==> src/rtl/q2e_pkg.sv <==
package q2e_pkg;

    // default build parameters
    localparam int CORDIC_STAGES_DEF = 16;
    localparam int QUAT_WIDTH_DEF    = 16;

    // internal formats
    localparam int Q_W    = 16;   // aligned Q1.15 component
    localparam int P_W    = 32;   // Q2.30 product
    localparam int T_W    = 34;   // sum of products, doubled
    localparam int S_W    = 31;   // clamped asin argument, within +-2^29
    localparam int SQ_W   = 61;   // radicand and root work width
    localparam int C_W    = 30;   // square root, at most 2^29
    localparam int V_W    = 37;   // cordic vector component
    localparam int Z_W    = 29;   // cordic angle, Q.24 radians
    localparam int A_W    = 16;   // angle in Q3.12
    localparam int M_W    = 12;   // gimbal margin register
    localparam int LANES  = 4;    // pitch, yaw, roll, locked yaw
    localparam int ROOT_STEPS = 30;

    localparam int LANE_PITCH = 0;
    localparam int LANE_YAW   = 1;
    localparam int LANE_ROLL  = 2;
    localparam int LANE_ALT   = 3;

    localparam int ATAN_LEN = 24;
    localparam logic [23:0] ATAN_TABLE [ATAN_LEN] = '{
        24'd13176795, 24'd7778716, 24'd4110060, 24'd2086331,
        24'd1047214,  24'd524117,  24'd262123,  24'd131069,
        24'd65536,    24'd32768,   24'd16384,   24'd8192,
        24'd4096,     24'd2048,    24'd1024,    24'd512,
        24'd256,      24'd128,     24'd64,      24'd32,
        24'd16,       24'd8,       24'd4,       24'd2
    };

    localparam logic signed [Z_W-1:0] PI_Q24      = Z_W'(52707179);
    localparam logic signed [A_W-1:0] PI_Q12      = A_W'(12868);
    localparam logic signed [A_W-1:0] HALF_PI_Q12 = A_W'(6434);
    localparam logic signed [S_W-1:0] ONE_Q29     = S_W'(536870912);
    localparam logic [SQ_W-1:0]       ONE_Q58     = SQ_W'(1) << 58;

    typedef struct packed {
        logic pos;
        logic neg;
    } sat_t;

    typedef struct packed {
        logic signed [S_W-1:0] s;
        sat_t                  sat;
        logic signed [T_W-1:0] yaw_num;
        logic signed [T_W-1:0] yaw_den;
        logic signed [T_W-1:0] roll_num;
        logic signed [T_W-1:0] roll_den;
        logic signed [T_W-1:0] alt_num;
        logic signed [T_W-1:0] alt_den;
    } terms_t;

    typedef struct packed {
        logic                  zero;
        logic signed [V_W-1:0] x;
        logic signed [V_W-1:0] y;
        logic signed [Z_W-1:0] z;
    } vec_t;

    // quadrant fold ahead of the cordic row; zero numerator keeps a fixed angle
    function automatic vec_t cordic_prep(input logic signed [V_W-1:0] y,
                                         input logic signed [V_W-1:0] x);
        vec_t r;
        r.zero = (y == '0);
        r.x    = x;
        r.y    = y;
        r.z    = '0;
        if (x < 0) begin
            if (r.zero) begin
                r.z = PI_Q24;
            end
            else begin
                r.z = (y > 0) ? PI_Q24 : -PI_Q24;
                r.x = -x;
                r.y = -y;
            end
        end
        return r;
    endfunction

    // Q.24 to Q3.12, round half away from zero, then clamp
    function automatic logic signed [A_W-1:0] to_q12(input logic signed [Z_W-1:0] z,
                                                     input logic signed [A_W-1:0] lim);
        logic [Z_W-1:0]    mag;
        logic [Z_W-13:0]   r;
        logic [A_W-1:0]    m;
        mag = (z < 0) ? Z_W'(-z) : Z_W'(z);
        r   = (Z_W-12)'((mag + Z_W'(2048)) >> 12);
        m   = (r > (Z_W-12)'(lim)) ? A_W'(lim) : A_W'(r);
        return (z < 0) ? -$signed(m) : $signed(m);
    endfunction

endpackage

==> src/rtl/q2e_root_cell.sv <==
module q2e_root_cell
    import q2e_pkg::*;
#(
    parameter int STEP = 0
)
(
    input  logic            clk,
    input  logic            rst_n,
    input  logic            up_valid,
    output logic            up_ready,
    input  logic [SQ_W-1:0] up_rem,
    input  logic [SQ_W-1:0] up_root,
    input  terms_t          up_terms,
    output logic            dn_valid,
    input  logic            dn_ready,
    output logic [SQ_W-1:0] dn_rem,
    output logic [SQ_W-1:0] dn_root,
    output terms_t          dn_terms
);

    // one result bit per cell, trial bit 4^(ROOT_STEPS-1-STEP)
    localparam logic [SQ_W-1:0] BIT = SQ_W'(1) << (2 * (ROOT_STEPS - 1 - STEP));

    logic            valid_reg;
    logic [SQ_W-1:0] rem_reg, rem_next;
    logic [SQ_W-1:0] root_reg, root_next;
    terms_t          terms_reg;
    logic [SQ_W-1:0] trial;

    assign up_ready = !valid_reg || dn_ready;

    always_comb
    begin
        trial = up_root + BIT;
        if (up_rem >= trial)
        begin
            rem_next  = up_rem - trial;
            root_next = (up_root >> 1) + BIT;
        end
        else
        begin
            rem_next  = up_rem;
            root_next = up_root >> 1;
        end
    end

    always_ff @(posedge clk or negedge rst_n)
    begin
        if (!rst_n)
        begin
            valid_reg <= 1'b0;
        end
        else if (up_ready)
        begin
            valid_reg <= up_valid;
        end
    end

    always_ff @(posedge clk)
    begin
        if (up_ready && up_valid)
        begin
            rem_reg   <= rem_next;
            root_reg  <= root_next;
            terms_reg <= up_terms;
        end
    end

    assign dn_valid = valid_reg;
    assign dn_rem   = rem_reg;
    assign dn_root  = root_reg;
    assign dn_terms = terms_reg;

endmodule

==> config.mk <==
export PLATFORM = sky130hd
export DESIGN_NAME = q2e_root_cell
export DESIGN_NICKNAME = d
export VERILOG_FILES = /design/src/rtl/q2e_pkg.sv /design/src/rtl/q2e_root_cell.sv
export SDC_FILE = /design/constraint.sdc
export NUM_CORES = 1
export LEC_CHECK = 0
export ABC_AREA = 1
export BUFFER_PORTS_ARGS = -buffer_cell sky130_fd_sc_hd__buf_2
export CAP_MARGIN = 20
export CORE_AREA = 2 2 283 285
export DETAILED_ROUTE_END_ITERATION = 16
export DIE_AREA = 0 0 285 287
export GPL_TIMING_DRIVEN = 0
export PLACE_DENSITY = 0.54
export RECOVER_POWER = 100
export SYNTH_ARGS = -nofsm -noshare
export SYNTH_HDL_FRONTEND = slang
export SYNTH_SLANG_ARGS = --single-unit
==> constraint.sdc <==
create_clock -name clk -period 25.6 [get_ports clk]
set_clock_uncertainty 0.2 [all_clocks]
set_input_delay 1.28 -clock clk [delete_from_list [all_inputs] [get_ports clk]]
set_output_delay 1.28 -clock clk [all_outputs]
set_load 0.01 [all_outputs]
==> results of run 1 <==
==> stage by stage <==
| stage | instance area [um2] | TNS, ps |
|---|---|---|
| 3_5_place_dp | 23000 | 0 |
| 2_1_floorplan | 17800 | 0 |
| 4_1_cts | 24400 | 0 |
| 5_1_grt | 23600 | 0 |
| 6_report | 23600 | 0 |
| 3_3_place_gp | 22700 | -1274360 |
==> routing by layer <==
layer / up-vias / GRT usage [%] / share of wire, %
li1: 7551 / - / -
met1: 7336 / 23.2 / 37
met2: 667 / 39.3 / 50
met3: 260 / 8.43 / 9.1
met4: 40 / 4.91 / 3.1
met5: - / 0 / 0.30
==> synth_stat cells (4+ instances only) <==
cell type	instances	area (um2)
a21oi_1	44	220
and2_1	5	31.3
buf_2	15	75.1
edfxtp_1	359	10800
ha_1	63	788
inv_1	357	1340
inv_2	17	63.8
nand2_1	652	2450
nand2_2	7	43.8
nand3_1	136	681
nand3_2	11	110
nand4_1	18	113
nor2_1	102	383
nor2_2	8	50.1
nor3_1	7	35.0
nor4_1	5	31.3
o21ai_0	4	20.0
o21bai_1	6	45.0
xor2_1	28	245
==> registers in the layout, indices dropped and copies added (netlist names) <==
signal    cells
dn_rem       61
dn_terms    237
dn_valid      1
dn_root      61
==> report_power, final <==
part           switching (mW)  internal (mW)
registers              0.0109          0.701
clock network           0.271          0.354
logic                   0.214         0.0887
total                   0.495           1.14
==> layout make-up <==
cell class                      instances  area [um2]
Clock inverter                         22         223
Sequential cell                       360       10800
Inverter                              377        1420
Clock buffer                           61        1210
Timing Repair Buffer                  737        3140
Multi-Input combinational cell       1113        5400
Tap cell                             1050        1310
Antenna cell                            7        17.5
Fill cell                            8686       55000
Buffer                                 19         106
==> cells by family (layout without fill, tap and decap cells) <==
| kind of cell | Yosys count | in the layout | synth area share, % |
|---|---|---|---|
| AO/OA/AOI/OAI | 56 | 56 | 1.68 |
| XOR/XNOR | 31 | 31 | 1.53 |
| adder cells (fa/ha/maj) | 64 | 64 | 4.55 |
| buffers and inverters | 396 | 1216 | 8.70 |
| flip-flops | 360 | 360 | 60.9 |
| other | 0 | 7 | 0 |
| AND/OR/NAND/NOR | 962 | 962 | 22.7 |
==> worst paths after layout <==
path / slack (ps) / end / startpoint / cells past startpoint
max in group asynchronous: 24870 / dn_valid$_DFFE_PN0N_ / rst_n / 1
setup / recovery: 17040 / dn_root[48]$_DFFE_PP_ / dn_ready / 8
setup reg to reg: 17550 / dn_root[48]$_DFFE_PP_ / dn_valid$_DFFE_PN0N_ / 6
hold / removal: 240 / dn_valid$_DFFE_PN0N_ / rst_n / 1
hold reg to reg: 330 / dn_valid$_DFFE_PN0N_ / dn_valid$_DFFE_PN0N_ / 2
min in group clk: 330 / dn_valid$_DFFE_PN0N_ / dn_valid$_DFFE_PN0N_ / 2
==> results by group, run 1 <==
Floorplan
  – Core area: between 70,000 and 80,000 um2
  – Num rows: around 100
  – Area of the die: a little over 80,000 um2
  – Die Ht: between 200 and 300 um
  – Die Span X: ~290 um
  – Initial core utilization: between 20% and 30%
  – IO Pins: 724

Worst setup path
  – CP max-delay cell: a21oi_1
  – Critical Path Max Stage Delay: between 1500 and 2000 ps
  – Most used cell, CP: clkbuf_1
  – CP max FO: 27
  – Critical path class: in2reg
  – Crit path cell chain: clkbuf_1 -> inv_1 -> a21oi_1 -> clkbuf_1 -> clkbuf_1 -> clkbuf_1 -> clkbuf_1 -> clkbuf_1
  – WP data arrival: around 8500 ps
  – Critical Path RT: ~26,000 ps
  – Startpoint Class: input port
  – Crit path capture type: flop
  – Cell family with most CP delay: buffers and inverters
  – Worst path bufs/invs: 7

Clock network
  – Total CTS buffers: 45
  – Sink Count: 360
  – Post-CTS Setup Repair Bufs: 0
  – Hold buffer count at cts: 0
  – # resized after CTS: 0
  – Clock Latency Late Sink: ~600 ps
  – Maximum clock path buffer count: 3
  – Root Buffer Master: clkbuf_16
  – # H-tree levels: 2
  – Worst-path clk slew: ~60 ps
  – CTS tree: built

Timing
  – Max Slew Vio Count: between 150 and 200
  – Fmax: around 0.12 GHz
  – Unrepaired setup endpoints after global routing: false
  – Hold Slack: around 240 ps
  – Slew HR: -34.9%
  – Final worst setup slack: approximately 17,000 ps
  – Fin. Hold Viols: 0
  – Tmin final: between 8000 and 9000 ps
  – Worst slew pin tran: roughly 2000 ps
  – Fin crit share: 33.4%
  – Setup violators final: 0

GRT
  – Total global-route track usage: 21.5%
  – Vias in the first global route: around 15,000
  – GRT overflow: 0
  – First-pass GRT wire length: 120 mm
  – Largest net degree at the start of global routing: 32
  – Initial antenna violation count: 94

Detailed routing
  – Detailed Route WL: ~90 mm
  – DRT antenna net count: 0
  – Initial DRC count: 1,007
  – DRC violation count after routing: 0
  – First-pass DRT Iterations: 5
  – DR WL/cell: 24.4 um
  – Vias per cell: approximately 4.2
  – Via count: between 15,000 and 20,000

Final layout
  – Commonest non-fill, non-tap cell in the layout: nand2_1
  – Syn-to-layout area delta: 33.0%
  – Most frequent cells in the layout: nand2_1 (652), clkbuf_1 (464), edfxtp_1 (359), inv_1 (357), buf_2 (304)
  – Nets@finish: roughly 3,000
  – Share of layout cells above drive strength 1: around 16%
  – Final core utilization: a little under a third
  – Non-filler cells, final: approximately 3,700

Power
  – Leakage power: about 11 nW
  – Maximum vdd drop: roughly 43 uV
  – PwrDens: slightly below 70 nW/um2
  – Design Power: ~1.6 mW

Synth
  – Post-Syn Nets: between 2,000 and 2,500
  – Register area share after synthesis: between 60 and 70%
  – Top_reg_cell synth: edfxtp_1
  – FF+latch count, synth: 360
  – EDFF count, synth: about 360
  – YS warnings: 0
  – Library cells used by synthesis: 33
  – Synth Instances: roughly 1,900
  – Cell area after synthesis: between 15,000 and 20,000 um2
  – Ys async rst share: 0.278%
  – Avg Cell Area, Syn: about 9.5 um2

Place
  – I/O Buffers: 723
  – Gpl congestion: 0.907
  – Final HPWL DP: approximately 79 mm
  – Inst Count DP: 3,656
  – Worst slack, placed: ~21,000 ps

Run status
  – Status: complete, but fails checks
  – Violated checks: max-capacitance violations, max-slew violations

Worst hold path
  – Hold WC Path Type: in2async

Flow run
  – Maximum Capacitance Violations: 6
Power figures use the tool's default switching activity.
==> inputs of run 2 (changes only) <==
Settings changed: CORE_AREA 2 2 283 285 to 2 2 282 284, DIE_AREA 0 0 285 287 to 0 0 284 286, PLACE_DENSITY 0.54 to 0.55.
Clock period 25.6 ns to 7.8 ns, I/O delays scaled along.
==> run 2 against run 1 <==
The run still ends with max-capacitance violations, max-slew violations left. Global-route usage grew 0.94 points. Worst hold slack lost 220 ps. Critical endpoint is now dn_root[11]$_DFFE_PP_. Register-to-register slack lost 15000 ps. Highest routed layer unchanged. Cell area grew 16%. First-iteration DRC count shrank 0.79%. Largest power group unchanged. Clock power grew to 3.6 times the previous value. Combinational power grew to 3.9 times the previous value. Via count grew 7.6%. Non-clock buffer count grew 357.
==> results by group, run 2 (synthesized netlist as in run 1, its figures left out) <==
Floorplan
  – Die Ht: 286 um (was 287 um)
  – Core area: 78,400 um2 (was 78,600 um2)
  – Num rows: 103 (unchanged)
  – IO Pins: 724 (unchanged)
  – Die Span X: 284 um (was 285 um)
  – Area of the die: 81,200 um2 (was 81,800 um2)
  – Initial core utilization: 22.7% (was 22.6%)

Place
  – Inst Count DP: 3,656 (unchanged)
  – Dpl cell area: 23,000 um2 (about the same)
  – Worst slack, placed: 3900 ps (was 20,720 ps)
  – Gpl congestion: 0.894 (was 0.907)
  – I/O Buffers: 723 (unchanged)
  – Final HPWL DP: 81.0 mm (was 79.2 mm)

GRT
  – GRT Max-Usage Layer: met2 (unchanged)
  – Total global-route track usage: 22.4% (was 21.5%)
  – Initial antenna violation count: 55 (was 94)
  – Vias in the first global route: 17,100 (was 15,300)
  – Met3 GRT Util: 5.89% (was 8.43%)
  – Largest net degree at the start of global routing: 31 (was 32)
  – First-pass GRT wire length: 127 mm (was 120 mm)
  – GRT overflow: 0 (unchanged)
  – Met1 usage: 26.1% (was 23.2%)
  – GR Layer Usage met2: 41.2% (was 39.3%)

Timing
  – Unrepaired setup endpoints after global routing: false (unchanged)
  – Fmax: approximately 0.19 GHz
  – Hold Slack: 23.5 ps (was 241 ps)
  – Fin. Hold Viols: 0 (unchanged)
  – Sum Neg Setup Slack: 0 ps (unchanged)
  – Slew HR: -12.1% (was -34.9%)
  – Worst slew pin tran: 1680 ps (was 2020 ps)
  – Setup violators final: 0 (unchanged)
  – Max Slew Vio Count: 78 (was 166)
  – Final worst setup slack: 2490 ps (was 17,040 ps)
  – Fin crit share: about two thirds
  – Tmin final: between 5000 and 6000 ps

Flow run
  – Maximum Capacitance Violations: 3 (was 6)

Clock network
  – Root Buffer Master: clkbuf_16 (unchanged)
  – Maximum clock path buffer count: 3 (unchanged)
  – # H-tree levels: 2 (unchanged)
  – # resized after CTS: 0 (unchanged)
  – CTS tree: built (unchanged)
  – Sink Count: 360 (unchanged)
  – Clock Latency Late Sink: 580 ps (was 600 ps)
  – Worst-path clk slew: 60 ps (about the same)
  – Total CTS buffers: 44 (was 45)

Detailed routing
  – Vias per cell: 4.16 (was 4.23)
  – DRT antenna net count: 0 (unchanged)
  – DRC violation count after routing: 0 (unchanged)
  – Via count: 17,100 (was 15,900)
  – First-pass DRT Iterations: 7 (was 5)
  – DR WL/cell: 23.1 um (was 24.4 um)
  – Initial DRC count: 999 (was 1,007)
  – Detailed Route WL: 94.6 mm (was 91.3 mm)

Final layout
  – Max reg flops: 237 (unchanged)
  – Non-filler cells, final: 4,104 (was 3,746)
  – Most frequent cells in the layout: nand2_1 (652), clkbuf_1 (459), edfxtp_1 (359), inv_1 (357), dlygate4sd3_1 (357) (was nand2_1 (652), clkbuf_1 (464), edfxtp_1 (359), inv_1 (357), buf_2 (304))
  – Share of layout cells above drive strength 1: 13.6% (was 15.5%)
  – Final core utilization: 35.0% (was 30.1%)
  – Nets@finish: 3,436 (was 3,080)
  – Commonest non-fill, non-tap cell in the layout: nand2_1 (unchanged)
  – Final Instance Area: 27,400 um2 (was 23,600 um2)
  – Syn-to-layout area delta: 54.4% (was 33.0%)
  – Filler cells: 8,371 (was 8,686)

Worst setup path
  – Most used cell, CP: clkbuf_1 (unchanged)
  – Crit path cell chain: dlygate4sd3_1 -> clkbuf_1 -> inv_1 -> a21oi_1 -> clkbuf_1 -> clkbuf_1 -> buf_12 -> buf_16 -> buf_16 -> buf_12 (was clkbuf_1 -> inv_1 -> a21oi_1 -> clkbuf_1 -> clkbuf_1 -> clkbuf_1 -> clkbuf_1 -> clkbuf_1)
  – Worst path bufs/invs: 9 (was 7)
  – WP data arrival: 5380 ps (was 8540 ps)
  – CP max FO: 26 (was 27)
  – Critical Path Max Stage Delay: 1180 ps (was 1510 ps)
  – CP max-delay cell: clkbuf_1 (was a21oi_1)
  – Critical path class: in2reg (unchanged)
  – Startpoint Class: input port (unchanged)
  – Cell family with most CP delay: buffers and inverters (unchanged)
  – Critical Path RT: 7880 ps (was 25,580 ps)
  – Crit path capture type: flop (unchanged)

Run status
  – Status: complete, but fails checks (unchanged)
  – Violated checks: max-capacitance violations, max-slew violations (unchanged)

Power
  – Leakage power: 12.3 nW (was 10.7 nW)
  – Maximum vdd drop: 156 uV (was 42.8 uV)
  – Design Power: 5.73 mW (was 1.64 mW)
  – PwrDens: 209 nW/um2 (was 69.4 nW/um2)

Worst hold path
  – Hold WC Path Type: in2reg (was in2async)
-- run 2: repair_timing --
action | in CTS | in global routing
setup buffers | 0 | 0
endpoints found under the hold margin | 355 | 0
endpoints found under the setup margin | 0 | 0
hold buffers | 357 | 0
-- run 2: cell type report --
type                    instances  area [um2]  area share [%]
repair buffers               1094        6860            25.0
diodes                         10        25.0          0.0913
clock inverters                25         374            1.36
well taps                    1050        1310            4.79
clock buffers                  56        1170            4.26
inverters                     377        1420            5.16
plain buffers                  19        83.8           0.306
multi-input cells            1113        5380            19.6
flip-flops and latches        360       10800            39.4
-- run 2: worst register-to-register path: stages, from the launching register on --
cell      delay [ps]
dfrtp_1          400
a21oi_1         1120
clkbuf_1        1050
clkbuf_1        1190
buf_12           310
buf_16           200
buf_16           200
buf_12           210
-- run 2: where the power goes --
group / leakage, nW / switching, mW / internal, mW / total [mW]
clock: 0.751 / 0.864 / 1.36 / 2.23
sequential: 3.43 / 0.0392 / 2.30 / 2.34
combinational: 8.12 / 0.750 / 0.415 / 1.17
total: 12.3 / 1.65 / 4.08 / 5.73
-- run 2: routing by layer --
| metal | part of all wire (%) | vias to the layer above |
|---|---|---|
| met2 | 51 | 632 |
| li1 | - | 8286 |
| met5 | 0.17 | - |
| met1 | 39 | 7956 |
| met3 | 7.7 | 155 |
| met4 | 2.1 | 24 |
-- run 2: worst paths after layout --
check	startpoint	end	slack [ps]	depth (start not counted)
min in group asynchronous	rst_n	dn_valid$_DFFE_PN0N_	470	3
setup reg to reg	dn_valid$_DFFE_PN0N_	dn_root[11]$_DFFE_PP_	2600	7
setup / recovery	up_valid	dn_root[11]$_DFFE_PP_	2490	10
hold / removal	up_rem[22]	dn_rem[22]$_DFFE_PP_	20	3
hold reg to reg	dn_valid$_DFFE_PN0N_	dn_terms[89]$_DFFE_PP_	850	1
max in group asynchronous	rst_n	dn_valid$_DFFE_PN0N_	6820	3
==> inputs of run 3 (changes only) <==
Clock period 7.8 ns to 4.3 ns, I/O delays scaled along.
==> run 3 against run 2 <==
The run still ends with max-capacitance violations, max-slew violations left. Critical path depth grew 4. Wire length increased by 1.6%. Cell area fell by 0.42%. Sequential share of layout area increased by 0.17 points. Sequential power grew 81%. Non-clock buffer count up 6. Global-route usage up 0.49 points. Combinational power grew 82%. Worst setup slack lost 2400 ps. Clock power is 65% higher. Utilization decreased by 0.15 points.
==> results by group, run 3 (synthesized netlist as in run 1, its figures left out) <==
Run status
  – Status: complete, but fails checks (unchanged)
  – Violated checks: max-capacitance violations, max-slew violations (unchanged)

Timing
  – Hold Slack: 138 ps (was 23.5 ps)
  – Tmin final: 4210 ps
  – Final worst setup slack: 88.1 ps (was 2490 ps)
  – Sum Neg Setup Slack: 0 ps (unchanged)
  – Slew HR: -68.0% (was -12.1%)
  – Fmax: between 0.2 and 0.25 GHz
  – Setup violators final: 0 (unchanged)
  – Worst slew pin tran: 2520 ps (was 1680 ps)
  – Fin crit share: slightly below 100%
  – Max Slew Vio Count: 20 (was 78)
  – Unrepaired setup endpoints after global routing: false (unchanged)
  – Fin. Hold Viols: 0 (unchanged)

Place
  – I/O Buffers: 723 (unchanged)
  – Inst Count DP: 3,656 (unchanged)
  – Dpl cell area: 23,000 um2 (about the same)
  – Gpl congestion: 0.908 (was 0.894)
  – Final HPWL DP: 82.7 mm (was 81.0 mm)
  – Worst slack, placed: 612 ps (was 3900 ps)

Detailed routing
  – DR WL/cell: 23.4 um (was 23.1 um)
  – Vias per cell: 4.14 (was 4.16)
  – Detailed Route WL: 96.1 mm (was 94.6 mm)
  – Initial DRC count: 1,001 (was 999)
  – DRT antenna net count: 0 (unchanged)
  – Via count: 17,000 (was 17,100)
  – First-pass DRT Iterations: 5 (was 7)
  – DRC violation count after routing: 0 (unchanged)

GRT
  – Vias in the first global route: 17,400 (was 17,100)
  – First-pass GRT wire length: 129 mm (was 127 mm)
  – Largest net degree at the start of global routing: 32 (was 31)
  – Initial antenna violation count: 65 (was 55)
  – GRT overflow: 0 (unchanged)
  – Total global-route track usage: 22.9% (was 22.4%)

Worst hold path
  – Hold WC Path Type: in2reg (unchanged)

Clock network
  – CTS tree: built (unchanged)
  – Root Buffer Master: clkbuf_16 (unchanged)
  – # H-tree levels: 2 (unchanged)
  – Maximum clock path buffer count: 3 (unchanged)
  – Post-CTS Setup Repair Bufs: 0 (unchanged)
  – Sink Count: 360 (unchanged)
  – Clock Latency Late Sink: 580 ps (about the same)
  – # resized after CTS: 0 (unchanged)
  – Total CTS buffers: 43 (was 44)
  – Worst-path clk slew: 60 ps (about the same)
  – Hold buffer count at cts: 363 (was 357)

Power
  – Internal power: 7.08 mW (was 4.08 mW)
  – Sequential power share: 42.2% (was 40.8%)
  – Leakage power: 12.2 nW (was 12.3 nW)
  – Design Power: 10.0 mW (was 5.73 mW)
  – Switching Share: 29.5% (was 28.9%)
  – Comb pwr share: 21.2% (was 20.3%)
  – Clock network power share: 36.6% (was 38.9%)
  – PwrDens: 368 nW/um2 (was 209 nW/um2)
  – Maximum vdd drop: 246 uV (was 156 uV)
  – P_sw: 2.96 mW (was 1.65 mW)

Final layout
  – Nets@finish: 3,441 (was 3,436)
  – Multi-input gate area: 5360 um2 (was 5380 um2)
  – Commonest non-fill, non-tap cell in the layout: nand2_1 (unchanged)
  – Register area: 10,800 um2 (about the same)
  – Max reg flops: 237 (unchanged)
  – Final core utilization: 34.8% (was 35.0%)
  – Share of layout cells above drive strength 1: 13.4% (was 13.6%)
  – Syn-to-layout area delta: 53.8% (was 54.4%)
  – Final Instance Area: 27,300 um2 (was 27,400 um2)
  – Non-filler cells, final: 4,112 (was 4,104)
  – Most frequent cells in the layout: nand2_1 (652), clkbuf_1 (460), dlygate4sd3_1 (363), edfxtp_1 (359), inv_1 (357) (was nand2_1 (652), clkbuf_1 (459), edfxtp_1 (359), inv_1 (357), dlygate4sd3_1 (357))
  – Filler cells: 8,437 (was 8,371)

Floorplan
  – Initial core utilization: 22.7% (unchanged)
  – Num rows: 103 (unchanged)
  – Die Ht: 286 um (unchanged)
  – Die Span X: 284 um (unchanged)
  – Core area: 78,400 um2 (unchanged)
  – IO Pins: 724 (unchanged)
  – Area of the die: 81,200 um2 (unchanged)

Flow run
  – Maximum Capacitance Violations: 1 (was 3)

Worst setup path
  – Critical Path RT: 4550 ps (was 7880 ps)
  – Reg2Reg Setup Slack: 240 ps (was 2600 ps)
  – Startpoint Class: input port (unchanged)
  – CP max FO: 10 (was 26)
  – Crit path capture type: flop (unchanged)
  – Critical path class: in2reg (unchanged)
  – WP data arrival: 4460 ps (was 5380 ps)
## run 3: cell count changes in the layout (fill, tap and decap cells not counted), moves of 6 or more
cell / before / now
buf_2: 297 / 289
dlygate4sd3_1: 357 / 363
clkbuf_2: 1 / 7
diode_2: 10 / 20
clkinv_1: 11 / 4
## run 3: layout make-up
cell class	count	area share, %
Antenna cell	20	0.183
Timing Repair Buffer	1100	25.3
Sequential cell	360	39.6
Multi-Input combinational cell	1113	19.6
Clock inverter	18	0.889
Inverter	377	5.18
Clock buffer	55	4.14
Buffer	19	0.325
Tap cell	1050	4.81
## run 3: routing by layer
metal	GRT usage (%)	share of wire (%)
met3	7.75	8.4
met4	7.50	3.4
met5	0	0.17
met1	25.5	38
met2	40.9	50
## run 3: path summary, 6_finish.rpt
| path | startpoint | end | depth (start not counted) |
|---|---|---|---|
| worst max-delay path | up_root[59] | dn_root[59]$_DFFE_PP_ | 14 |
| worst min register to register | dn_valid$_DFFE_PN0N_ | dn_valid$_DFFE_PN0N_ | 3 |
| min in group asynchronous | rst_n | dn_valid$_DFFE_PN0N_ | 3 |
| worst min-delay path | up_terms[51] | dn_terms[51]$_DFFE_PP_ | 2 |
| worst max register to register | dn_valid$_DFFE_PN0N_ | dn_terms[231]$_DFFE_PP_ | 4 |
| max in group asynchronous | rst_n | dn_valid$_DFFE_PN0N_ | 3 |
## run 3: power by group through the flow
stage	Clock (mW)	Combinational [mW]	Sequential (mW)
after floorplan	0	0.841	4.46
after global placement	0	1.88	4.36
after detailed placement	0	1.93	4.30
after CTS	3.77	2.26	4.23
after global routing	3.90	2.34	4.26
final	3.68	2.13	4.24
## run 3: critical path, stage by stage
cell           delay (ps)
dlygate4sd3_1         540
buf_2                 150
ha_1                  280
inv_1                  40
ha_1                  350
nand2_1               180
o21ai_0               120
a21oi_1               420
o21ai_1               140
nor2_1                820
buf_2                 460
nand3_1               120
nand2_1                80
dlygate4sd3_1         540
